<file path="config.mk">
export PLATFORM = sky130hd
export DESIGN_NAME = qpht_ram
export DESIGN_NICKNAME = d
export VERILOG_FILES = /design/src/hw/rtl/qpht_ram.sv
export SDC_FILE = /design/constraint.sdc
export NUM_CORES = 1
export LEC_CHECK = 0
export ABC_AREA = 1
export BUFFER_PORTS_ARGS = -buffer_cell sky130_fd_sc_hd__buf_2
export CORE_AREA = 2 2 102 104
export DETAILED_ROUTE_END_ITERATION = 10
export DIE_AREA = 0 0 104 106
export PLACE_DENSITY = 0.8
export SLEW_MARGIN = 0
export SYNTH_ARGS = -nofsm -noshare
export SYNTH_HDL_FRONTEND = slang
export SYNTH_SLANG_ARGS = --single-unit
</file>
<file path="constraint.sdc">
create_clock -name i_clk -period 1.4 [get_ports i_clk]
set_clock_uncertainty 0.1 [all_clocks]
set_input_delay 0.07 -clock i_clk [delete_from_list [all_inputs] [get_ports i_clk]]
set_output_delay 0.07 -clock i_clk [all_outputs]
set_load 0.1 [all_outputs]
</file>
<file path="src/hw/rtl/qpht_ram.sv">
// Generic single-port-write, single-port-read RAM with registered read data.
module qpht_ram #(
    parameter int WIDTH = 8,
    parameter int DEPTH = 16
) (
    input  logic                     i_clk,
    input  logic                     i_wr_en,
    input  logic [$clog2(DEPTH)-1:0] i_wr_addr,
    input  logic [WIDTH-1:0]         i_wr_data,
    input  logic                     i_rd_en,
    input  logic [$clog2(DEPTH)-1:0] i_rd_addr,
    output logic [WIDTH-1:0]         o_rd_data
);

    logic [WIDTH-1:0] r_mem [DEPTH];
    logic [WIDTH-1:0] r_rd_data;

    always_ff @(posedge i_clk) begin
        if (i_wr_en) begin
            r_mem[i_wr_addr] <= i_wr_data;
        end
        if (i_rd_en) begin
            r_rd_data <= r_mem[i_rd_addr];
        end
    end

    assign o_rd_data = r_rd_data;

endmodule

</file>
==> flow_metrics.py, run 1 <==
metrics = {
    "yosys": {
        "yosysWarnings": 0,
        "ys_ff_latch": 136,
        "yosys.area_share.adder": 0,
        "yosys.area.top_type_share": 0.698,
        "synthTopCellsByCount": "nand2_1, edfxtp_1, inv_1",
        "avgSynthCellArea_um2": 10.6,
        "syn-num-nets": 570,
        "synth-async-reset-ratio": 0,
        "ys.flop_type": "edfxtp_1",
        "synth_top_family_by_area": "simple AND/OR/NAND/NOR gates",
        "synth.distinct_cells": 11,
        "yosys.area_share.simple": 0.208,
        "synth_edf_count": 136,
        "synth_top_area_cell": "edfxtp_1",
        "ys_seq_area_frac": 0.698,
        "muxShareOfSynthArea": 0,
        "synthCells": 551,
        "syn-cell-area_mm2": 0.00585,
        "synthTopCellsByArea": "edfxtp_1, nand2_1, nand3_1",
        "synth_compound_area_frac": 0,
        "yosys.area_share.xor_xnor": 0,
        "synth.most_common_cell": "nand2_1",
    },
    "cells_and_area": {
        "num_antenna_cells": 0,
        "drive_gt1_frac": 0.123,
        "area_growth_pct": 18.6,
        "stdcell_count": 754,
        "nNetsFinal": 625,
        "postLayoutCellArea_mm2": 0.00693,
        "nFillCells": 713,
    },
    "power": {
        "power_frac_comb": 0.076,
        "switchingPower_mw": 2.08,
        "cellLeakagePower_nw": 3.01,
        "p_int_mw": 7.64,
        "pwr-share-clk": 0.449,
        "seqPwrFrac": 0.475,
        "p_sw_frac": 0.214,
        "p_per_area_mw_per_mm2": 1400,
        "ir_drop_v": 0.000836,
    },
    "sta": {
        "period_minus_slack_ns": 1.35,
        "max_clock_freq_mhz": 739,
        "tightest_slew_ns": 0.575,
        "relSlewSlack": 0.616,
        "fin_setup_tns_ns": 0,
        "setup_viol": 0,
        "grt_setup_unrepaired": "no",
        "finalHoldViolCount": 0,
        "fin_crit_sh": 0.966,
        "slew_violations": 0,
    },
    "die": {
        "fp.dieArea_mm2": 0.0110,
        "initial_core_util": 0.585,
        "die_w_um": 104,
        "rows": 37,
        "die_h_um": 106,
        "io_pins": 27,
        "core-area_mm2": 0.0100,
    },
    "critical_path": {
        "crit_family": "flip-flops",
        "worstPathCellList": "buf_4",
        "reg2reg_from": "r_mem[8][1]$_DFFE_PP_",
        "path_max_fanout": 1,
        "cp_num_cells": 1,
        "rr_worst_depth": 6,
        "cp-startpoint": "o_rd_data[2]$_DFFE_PP_",
        "worst_ep_arrival_time_ns": 1.18,
        "slowest_stage": "edfxtp_1",
        "r2r-end": "o_rd_data[1]$_DFFE_PP_",
        "worst-setup-path-type": "reg2out",
        "critPathRequiredTime_ns": 1.23,
        "r2r_setup_slack_ns": 0.12,
        "cp-start-kind": "flip-flop",
        "path_buf_inv": 1,
        "endpoint": "o_rd_data[2]",
        "max_stage_delay_ns": 0.36,
        "critPathCaptureType": "output pin",
    },
    "placement": {
        "dp.cells": 712,
        "hpwl_um": 8060,
        "gp_congestion": 0.914,
        "placed_cell_area_mm2": 0.00622,
        "portBuffers": 26,
    },
    "detailed_routing": {
        "num_vias": 3976,
        "drc": 0,
        "finalWirelength_um": 12800,
        "via_per_inst": 5.27,
        "dr.pass1.iters": 5,
        "ant_nets": 0,
        "wl_per_cell_um": 17.0,
        "drtIter0Drc": 349,
    },
    "cts": {
        "root_buffer": "clkbuf_8",
        "worstSkewPairLatency_ns": 0.52,
        "post_cts_buffers": 0,
        "cts_tree": "yes",
        "cts_buffers": 17,
        "cts_max_level": 4,
        "cts_sinks": 136,
        "clkTransAtPathRegs_ns": 0.06,
        "cts.path.max_buffers": 2,
    },
    "global_route": {
        "grt_pass1_vias": 3903,
        "grt-ovfl-total": 0,
        "grt_pass1_wl_um": 20200,
        "grt_start_max_net_pins": 39,
        "gr-usage-all-layers": 0.250,
        "antenna_found_initial": 0,
    },
    "worst_hold_path": {
        "hold_path_class": "in2reg",
    },
    "run_status": {
        "status": "finished, final reports clean",
    },
    "flow_run": {
        "drv_cap": 0,
    },
}
metal layers:
metal,up-vias,global-route usage,part of all wire
met1,1860,0.321,0.40
li1,1893,-,-
met4,0,0.112,0.024
met5,-,0,0
met2,191,0.406,0.50
met3,32,0.0632,0.074
timing repair:
action / CTS / global route
pin swaps: 0 / 0
resized for setup: 9 / 1
hold buffers: 11 / 0
setup endpoints to repair: 8 / 1
hold endpoints to repair: 144 / 0
cells by family (layout without fill, tap and decap cells):
logic type,Yosys count,count (layout)
AND/OR/NAND/NOR,289,289
flip-flops,136,136
buffers and inverters,126,193
area by class of cell:
| class | instances | area, um2 | area share |
|---|---|---|---|
| Clock buffer | 19 | 422 | 0.0608 |
| Clock inverter | 12 | 158 | 0.0227 |
| Inverter | 102 | 383 | 0.0552 |
| Multi-Input combinational cell | 289 | 1210 | 0.175 |
| Sequential cell | 136 | 4080 | 0.589 |
| Tap cell | 136 | 170 | 0.0245 |
| Timing Repair Buffer | 60 | 503 | 0.0726 |
power groups by stage:
stage / Sequential, mW / Clock (mW) / Combinational, mW
after floorplan: 4.84 / 0 / 0.322
final: 4.62 / 4.36 / 0.739
after detailed placement: 4.70 / 0 / 0.693
after global placement: 4.70 / 0 / 0.677
after CTS: 4.62 / 4.40 / 0.736
after global routing: 4.63 / 4.59 / 0.800
sequential cells by signal, summed over array words and instances (netlist names):
| signal | cells |
|---|---|
| o_rd_data | 8 |
| r_mem | 128 |
metrics by stage:
| stage | worst slack, ns | total power, mW | util | hold WS [ns] |
|---|---|---|---|---|
| floorplan | 0.279 | 5.16 | - | 0.0689 |
| global placement | 0.0497 | 5.38 | 0.622 | 0.346 |
| detailed placement | 0.0139 | 5.39 | 0.622 | 0.348 |
| CTS | 0.0168 | 9.76 | 0.693 | 0.0530 |
| global route | 0.00319 | 10.0 | 0.693 | 0.0716 |
| finish | 0.0475 | 9.72 | 0.693 | 0.0706 |
layout by cell type, fill, tap and decap left out, drive strengths merged:
cell type / netlist / final
buf: 24 / 49
bufinv: 0 / 4
clkbuf: 0 / 19
clkinv: 0 / 7
clkinvlp: 0 / 1
dlygate4sd3: 0 / 11
edfxtp: 136 / 136
inv: 102 / 102
nand2: 173 / 173
nand3: 97 / 97
nand3b: 2 / 2
nor2: 17 / 17
worst min path at each step:
stage,from,endpoint,slack [ns],cells after the start
5_1_grt,i_wr_en,r_mem[0][1]$_DFFE_PP_,0.07,4
3_3_place_gp,i_rd_en,o_rd_data[6]$_DFFE_PP_,0.35,1
6_report,i_wr_en,r_mem[0][4]$_DFFE_PP_,0.07,4
3_5_place_dp,i_rd_en,o_rd_data[0]$_DFFE_PP_,0.35,1
2_1_floorplan,i_wr_data[0],r_mem[0][0]$_DFFE_PP_,0.07,0
4_1_cts,i_wr_en,r_mem[0][4]$_DFFE_PP_,0.05,4
(Power assumes the default switching activity.)
==> inputs of run 2 (changes only) <==
--- a/config.mk
+++ b/config.mk
@@ -6,11 +6,11 @@
 export NUM_CORES = 1
 export LEC_CHECK = 0
 export ABC_AREA = 1
-export BUFFER_PORTS_ARGS = -buffer_cell sky130_fd_sc_hd__buf_2
 export CORE_AREA = 2 2 102 104
 export DETAILED_ROUTE_END_ITERATION = 10
 export DIE_AREA = 0 0 104 106
-export PLACE_DENSITY = 0.8
+export DONT_BUFFER_PORTS = 1
+export PLACE_DENSITY = 0.78
 export SLEW_MARGIN = 0
 export SYNTH_ARGS = -nofsm -noshare
 export SYNTH_HDL_FRONTEND = slang
==> run 2 against run 1 <==
  * Clock-buffer cell count is 2 higher
  * Via count is 0.80% higher
  * Hold slack worse by 0.33 ns
  * Critical path depth stayed put
  * Highest routed layer unchanged
  * The run now ends with negative hold slack left
  * Sequential cell count stayed put
  * Sequential power hardly changed
==> flow_metrics.py, run 2 (synthesis gave the netlist of run 1 again) <==
metrics = {
    "cells_and_area": {
        "nFillCells": 746,
        "nNetsFinal": 609,
        "layout_commonest_cell": "nand2_1",
        "area_growth_pct": 15.3,
        "layout_common_cells": "nand2_1, edfxtp_1, inv_1",
        "largest_reg_flops": 128,
        "multi_input_area_mm2": 0.00121,
        "seq_area_mm2": 0.00408,
        "drive_gt1_frac": 0.0850,
        "largest_register": "r_mem",
        "num_antenna_cells": 0,
    },
    "sta": {
        "finalWorstSetupSlack_ns": 0.0380,
        "period_minus_slack_ns": 1.36,
        "setup_viol": 0,
        "tightest_slew_ns": 0.754,
        "hold_ws_ns": -0.256,
        "max_clock_freq_mhz": 734,
        "relSlewSlack": 0.496,
        "fin_setup_tns_ns": 0,
        "slew_violations": 0,
        "grt_setup_unrepaired": "no",
        "finalHoldViolCount": 8,
        "fin_crit_sh": 0.973,
    },
    "detailed_routing": {
        "ant_nets": 0,
        "drc": 0,
        "via_per_inst": 5.45,
        "drtIter0Drc": 415,
        "dr.pass1.iters": 5,
        "wl_per_cell_um": 18.2,
        "finalWirelength_um": 13400,
        "num_vias": 4008,
    },
    "cts": {
        "cts_tree": "yes",
        "cts_max_level": 4,
        "cts_sinks": 136,
        "root_buffer": "clkbuf_8",
        "cts_buffers": 17,
        "post_cts_buffers": 0,
        "cts_hold_buf": 15,
        "worstSkewPairLatency_ns": 0.52,
        "clkTransAtPathRegs_ns": 0.05,
        "cts.path.max_buffers": 2,
    },
    "placement": {
        "gp_congestion": 0.845,
        "hpwl_um": 7660,
        "portBuffers": 0,
        "pre_cts_slack_ns": 0.169,
    },
    "critical_path": {
        "worst_ep_arrival_time_ns": 1.19,
        "cp-start-kind": "flip-flop",
        "worst-setup-path-type": "reg2out",
        "path_buf_inv": 1,
        "path_max_fanout": 1,
        "slowest_stage": "edfxtp_1",
        "worstPathCellList": "buf_4",
        "max_stage_delay_ns": 0.37,
        "critPathCaptureType": "output pin",
        "crit_family": "flip-flops",
        "critPathRequiredTime_ns": 1.23,
    },
    "global_route": {
        "gr-usage-all-layers": 0.256,
        "antenna_found_initial": 0,
        "grt_pass1_wl_um": 20900,
        "grt_pass1_vias": 3998,
        "grt-ovfl-total": 0,
        "grt_start_max_net_pins": 66,
    },
    "die": {
        "io_pins": 27,
        "fp.dieArea_mm2": 0.0110,
        "initial_core_util": 0.585,
        "core-area_mm2": 0.0100,
        "die_w_um": 104,
        "rows": 37,
        "die_h_um": 106,
    },
    "power": {
        "cellLeakagePower_nw": 2.89,
        "ir_drop_v": 0.000896,
        "p_per_area_mw_per_mm2": 1340,
    },
    "run_status": {
        "violations": "negative hold slack",
        "status": "complete, but fails checks",
    },
    "worst_hold_path": {
        "hold_path_class": "in2reg",
    },
    "flow_run": {
        "drv_cap": 0,
    },
}
## run 2: cell types whose count changed in the layout (fill, tap and decap cells not counted), moves of 2 or more
cell           previous run  this run
buf_4                    24        26
buf_12                    5         3
clkbuf_1                  2         4
buf_6                     2         0
dlygate4sd3_1            11        15
bufinv_16                 4         1
buf_2                    18         0
## run 2: final timing paths
kind                                from                     end  slack (ns)  depth (start not counted)
setup / recovery  o_rd_data[3]$_DFFE_PP_            o_rd_data[3]        0.04                          1
hold / removal              i_rd_addr[2]  o_rd_data[1]$_DFFE_PP_       -0.26                          3
setup reg to reg   r_mem[2][0]$_DFFE_PP_  o_rd_data[0]$_DFFE_PP_        0.12                          6
hold reg to reg   r_mem[13][1]$_DFFE_PP_  o_rd_data[1]$_DFFE_PP_        0.66                          6
## run 2: stage by stage
stage                     power, mW  instances  area, um2   util
after floorplan                5.16        551       5850      -
after global placement         5.23        692       6110  0.611
after detailed placement       5.25        692       6110  0.611
after CTS                      9.09        736       6740  0.674
after global routing           9.30        736       6740  0.674
final                          9.06        736       6740  0.674
## run 2: metal layers
| layer | global-route usage | vias to the layer above | routed length [um] |
|---|---|---|---|
| met5 | 0 | - | 0 |
| met4 | 0.124 | 0 | 354 |
| met3 | 0.0699 | 30 | 1310 |
| met2 | 0.414 | 251 | 6370 |
| li1 | - | 1856 | - |
| met1 | 0.324 | 1871 | 5330 |
## run 2: area by class of cell
class	instances	area share
Tap cell	136	0.0252
Clock inverter	8	0.00872
Inverter	102	0.0568
Multi-Input combinational cell	289	0.180
Sequential cell	136	0.606
Clock buffer	21	0.0636
Timing Repair Buffer	44	0.0601
## run 2: what timing repair did
item,4_1_cts,5_1_grt
resized for setup,0,0
endpoints found under the hold margin,264,8
setup endpoints to repair,0,0
## run 2: where the power goes
part | switching (mW) | internal, mW | total [mW]
sequential | 0.0263 | 4.59 | 4.62
combinational | 0.479 | 0.190 | 0.669
clock | 1.50 | 2.28 | 3.78
total | 2.00 | 7.06 | 9.06
==> inputs of run 3 (changes only) <==
--- a/config.mk
+++ b/config.mk
@@ -6,11 +6,13 @@
 export NUM_CORES = 1
 export LEC_CHECK = 0
 export ABC_AREA = 1
-export CORE_AREA = 2 2 102 104
+export CELL_PAD_IN_SITES_DETAIL_PLACEMENT = 0
+export CELL_PAD_IN_SITES_GLOBAL_PLACEMENT = 2
+export CORE_AREA = 2 2 121 123
 export DETAILED_ROUTE_END_ITERATION = 10
-export DIE_AREA = 0 0 104 106
+export DIE_AREA = 0 0 123 125
 export DONT_BUFFER_PORTS = 1
-export PLACE_DENSITY = 0.78
+export PLACE_DENSITY = 0.81
 export SLEW_MARGIN = 0
 export SYNTH_ARGS = -nofsm -noshare
 export SYNTH_HDL_FRONTEND = slang
==> run 3 against run 2 <==
  * The run still ends with negative hold slack left
  * Die area increased by 39%
  * Sequential power about the same
  * Clock power increased by 13%
  * Clock-buffer cell count decreased by 2
  * Register-to-register slack improved by 0.05 ns
  * Combinational power decreased by 3.6%
  * Cell count increased by 6.3%
==> flow_metrics.py, run 3 (synthesis gave the netlist of run 1 again) <==
metrics = {
    "run_status": {
        "status": "complete, but fails checks",
        "violations": "negative hold slack",
    },
    "sta": {
        "hold_ws_ns": -0.155,
        "fin_crit_sh": 0.942,
        "setup_viol": 0,
        "slew_violations": 0,
        "tightest_slew_ns": 0.743,
        "finalHoldViolCount": 8,
        "period_minus_slack_ns": 1.32,
        "relSlewSlack": 0.503,
        "grt_setup_unrepaired": "no",
        "fin_setup_tns_ns": 0,
        "max_clock_freq_mhz": 759,
    },
    "power": {
        "p_per_area_mw_per_mm2": 1400,
        "pwr-share-clk": 0.449,
        "cellLeakagePower_nw": 2.92,
        "switchingPower_mw": 2.03,
        "p_int_mw": 7.52,
        "power_frac_comb": 0.068,
        "seqPwrFrac": 0.484,
        "p_sw_frac": 0.212,
        "ir_drop_v": 0.000808,
    },
    "cts": {
        "cts_buffers": 17,
        "cts_hold_buf": 10,
        "cts_max_level": 4,
        "clkTransAtPathRegs_ns": 0.06,
        "cts_sinks": 136,
        "root_buffer": "clkbuf_16",
        "cts.path.max_buffers": 2,
        "cts_tree": "yes",
        "worstSkewPairLatency_ns": 0.41,
    },
    "cells_and_area": {
        "num_antenna_cells": 0,
        "largest_register": "r_mem",
        "nFillCells": 1304,
        "layout_common_cells": "nand2_1, edfxtp_1, inv_1",
        "postLayoutCellArea_mm2": 0.00685,
        "area_growth_pct": 17.1,
        "drive_gt1_frac": 0.0953,
        "largest_reg_flops": 128,
        "layout_commonest_cell": "nand2_1",
        "nNetsFinal": 604,
    },
    "critical_path": {
        "worstPathCellList": "buf_4",
        "r2r-end": "o_rd_data[6]$_DFFE_PP_",
        "slowest_stage": "edfxtp_1",
        "reg2reg_from": "r_mem[1][6]$_DFFE_PP_",
        "critPathRequiredTime_ns": 1.23,
        "cp_num_cells": 1,
        "r2r_setup_slack_ns": 0.17,
        "endpoint": "o_rd_data[2]",
        "path_buf_inv": 1,
        "crit_family": "flip-flops",
        "rr_worst_depth": 6,
        "path_max_fanout": 1,
        "critPathCaptureType": "output pin",
        "cp-start-kind": "flip-flop",
        "cp-startpoint": "o_rd_data[2]$_DFFE_PP_",
        "max_stage_delay_ns": 0.41,
        "worst_ep_arrival_time_ns": 1.15,
        "worst-setup-path-type": "reg2out",
    },
    "detailed_routing": {
        "finalWirelength_um": 13300,
        "num_vias": 3688,
        "via_per_inst": 4.72,
        "drc": 0,
        "ant_nets": 0,
        "drtIter0Drc": 311,
        "dr.pass1.iters": 4,
        "wl_per_cell_um": 17.0,
    },
    "global_route": {
        "grt_start_max_net_pins": 66,
        "gr-usage-all-layers": 0.191,
        "grt-ovfl-total": 0,
        "grt_pass1_vias": 3618,
        "antenna_found_initial": 0,
        "grt_pass1_wl_um": 20900,
    },
    "placement": {
        "hpwl_um": 7950,
        "placed_cell_area_mm2": 0.00618,
        "portBuffers": 0,
        "gp_congestion": 0.741,
    },
    "die": {
        "fp.dieArea_mm2": 0.0154,
        "initial_core_util": 0.412,
        "rows": 44,
        "die_h_um": 125,
        "core-area_mm2": 0.0142,
        "io_pins": 27,
        "die_w_um": 123,
    },
    "flow_run": {
        "drv_cap": 0,
    },
    "worst_hold_path": {
        "hold_path_class": "in2reg",
    },
}
-- run 3: changes by cell type in the layout (fill, tap and decap cells not counted) --
cell	change
clkinv_2	+4
clkinv_1	-1
buf_12	+1
clkbuf_8	-1
bufinv_16	+2
dlygate4sd3_1	-5
clkbuf_1	-2
clkbuf_16	+1
buf_4	-1
-- run 3: cell type report --
type                    count  area (um2)  share of cell area
clock inverters            13         135              0.0197
clock buffers              19         433              0.0632
well taps                 184         230              0.0336
flip-flops and latches    136        4080               0.596
multi-input cells         289        1210               0.177
repair buffers             39         368              0.0537
inverters                 102         383              0.0559
-- run 3: power by group through the flow --
stage	clock network [mW]	registers (mW)	logic, mW
floorplan	0	4.84	0.322
global placement	0	4.70	0.560
detailed placement	0	4.70	0.563
CTS	4.36	4.62	0.659
global route	4.55	4.62	0.715
finish	4.29	4.62	0.645
-- run 3: metrics by stage --
stage,setup WS (ns),instances,utilization,power (mW),hold WS (ns)
floorplan,0.279,551,-,5.16,0.0689
global placement,0.153,740,0.435,5.26,0.0698
detailed placement,0.150,740,0.435,5.26,0.0699
CTS,0.0780,782,0.482,9.64,-0.184
global route,0.0627,782,0.482,9.89,-0.170
finish,0.0816,782,0.482,9.55,-0.155
-- run 3: how the worst min path moves through the flow --
stage	startpoint	end	slack (ns)	cells past startpoint
floorplan	i_wr_data[0]	r_mem[0][0]$_DFFE_PP_	0.07	0
finish	i_rd_addr[2]	o_rd_data[1]$_DFFE_PP_	-0.15	3
global route	i_rd_addr[2]	o_rd_data[1]$_DFFE_PP_	-0.17	3
CTS	i_rd_addr[2]	o_rd_data[1]$_DFFE_PP_	-0.18	3
global placement	i_wr_data[1]	r_mem[5][1]$_DFFE_PP_	0.07	0
detailed placement	i_wr_data[1]	r_mem[5][1]$_DFFE_PP_	0.07	0
-- run 3: per-layer routing --
metal | vias up | part of all wire | track usage
li1 | 1851 | - | -
met1 | 1742 | 0.43 | 0.255
met2 | 82 | 0.50 | 0.301
met3 | 13 | 0.058 | 0.0438
met4 | 0 | 0.015 | 0.0735
met5 | - | 0 | 0
-- run 3: what timing repair did --
action	CTS	global route
buffers inserted	0	0
resized for setup	0	0
hold endpoints to repair	144	8
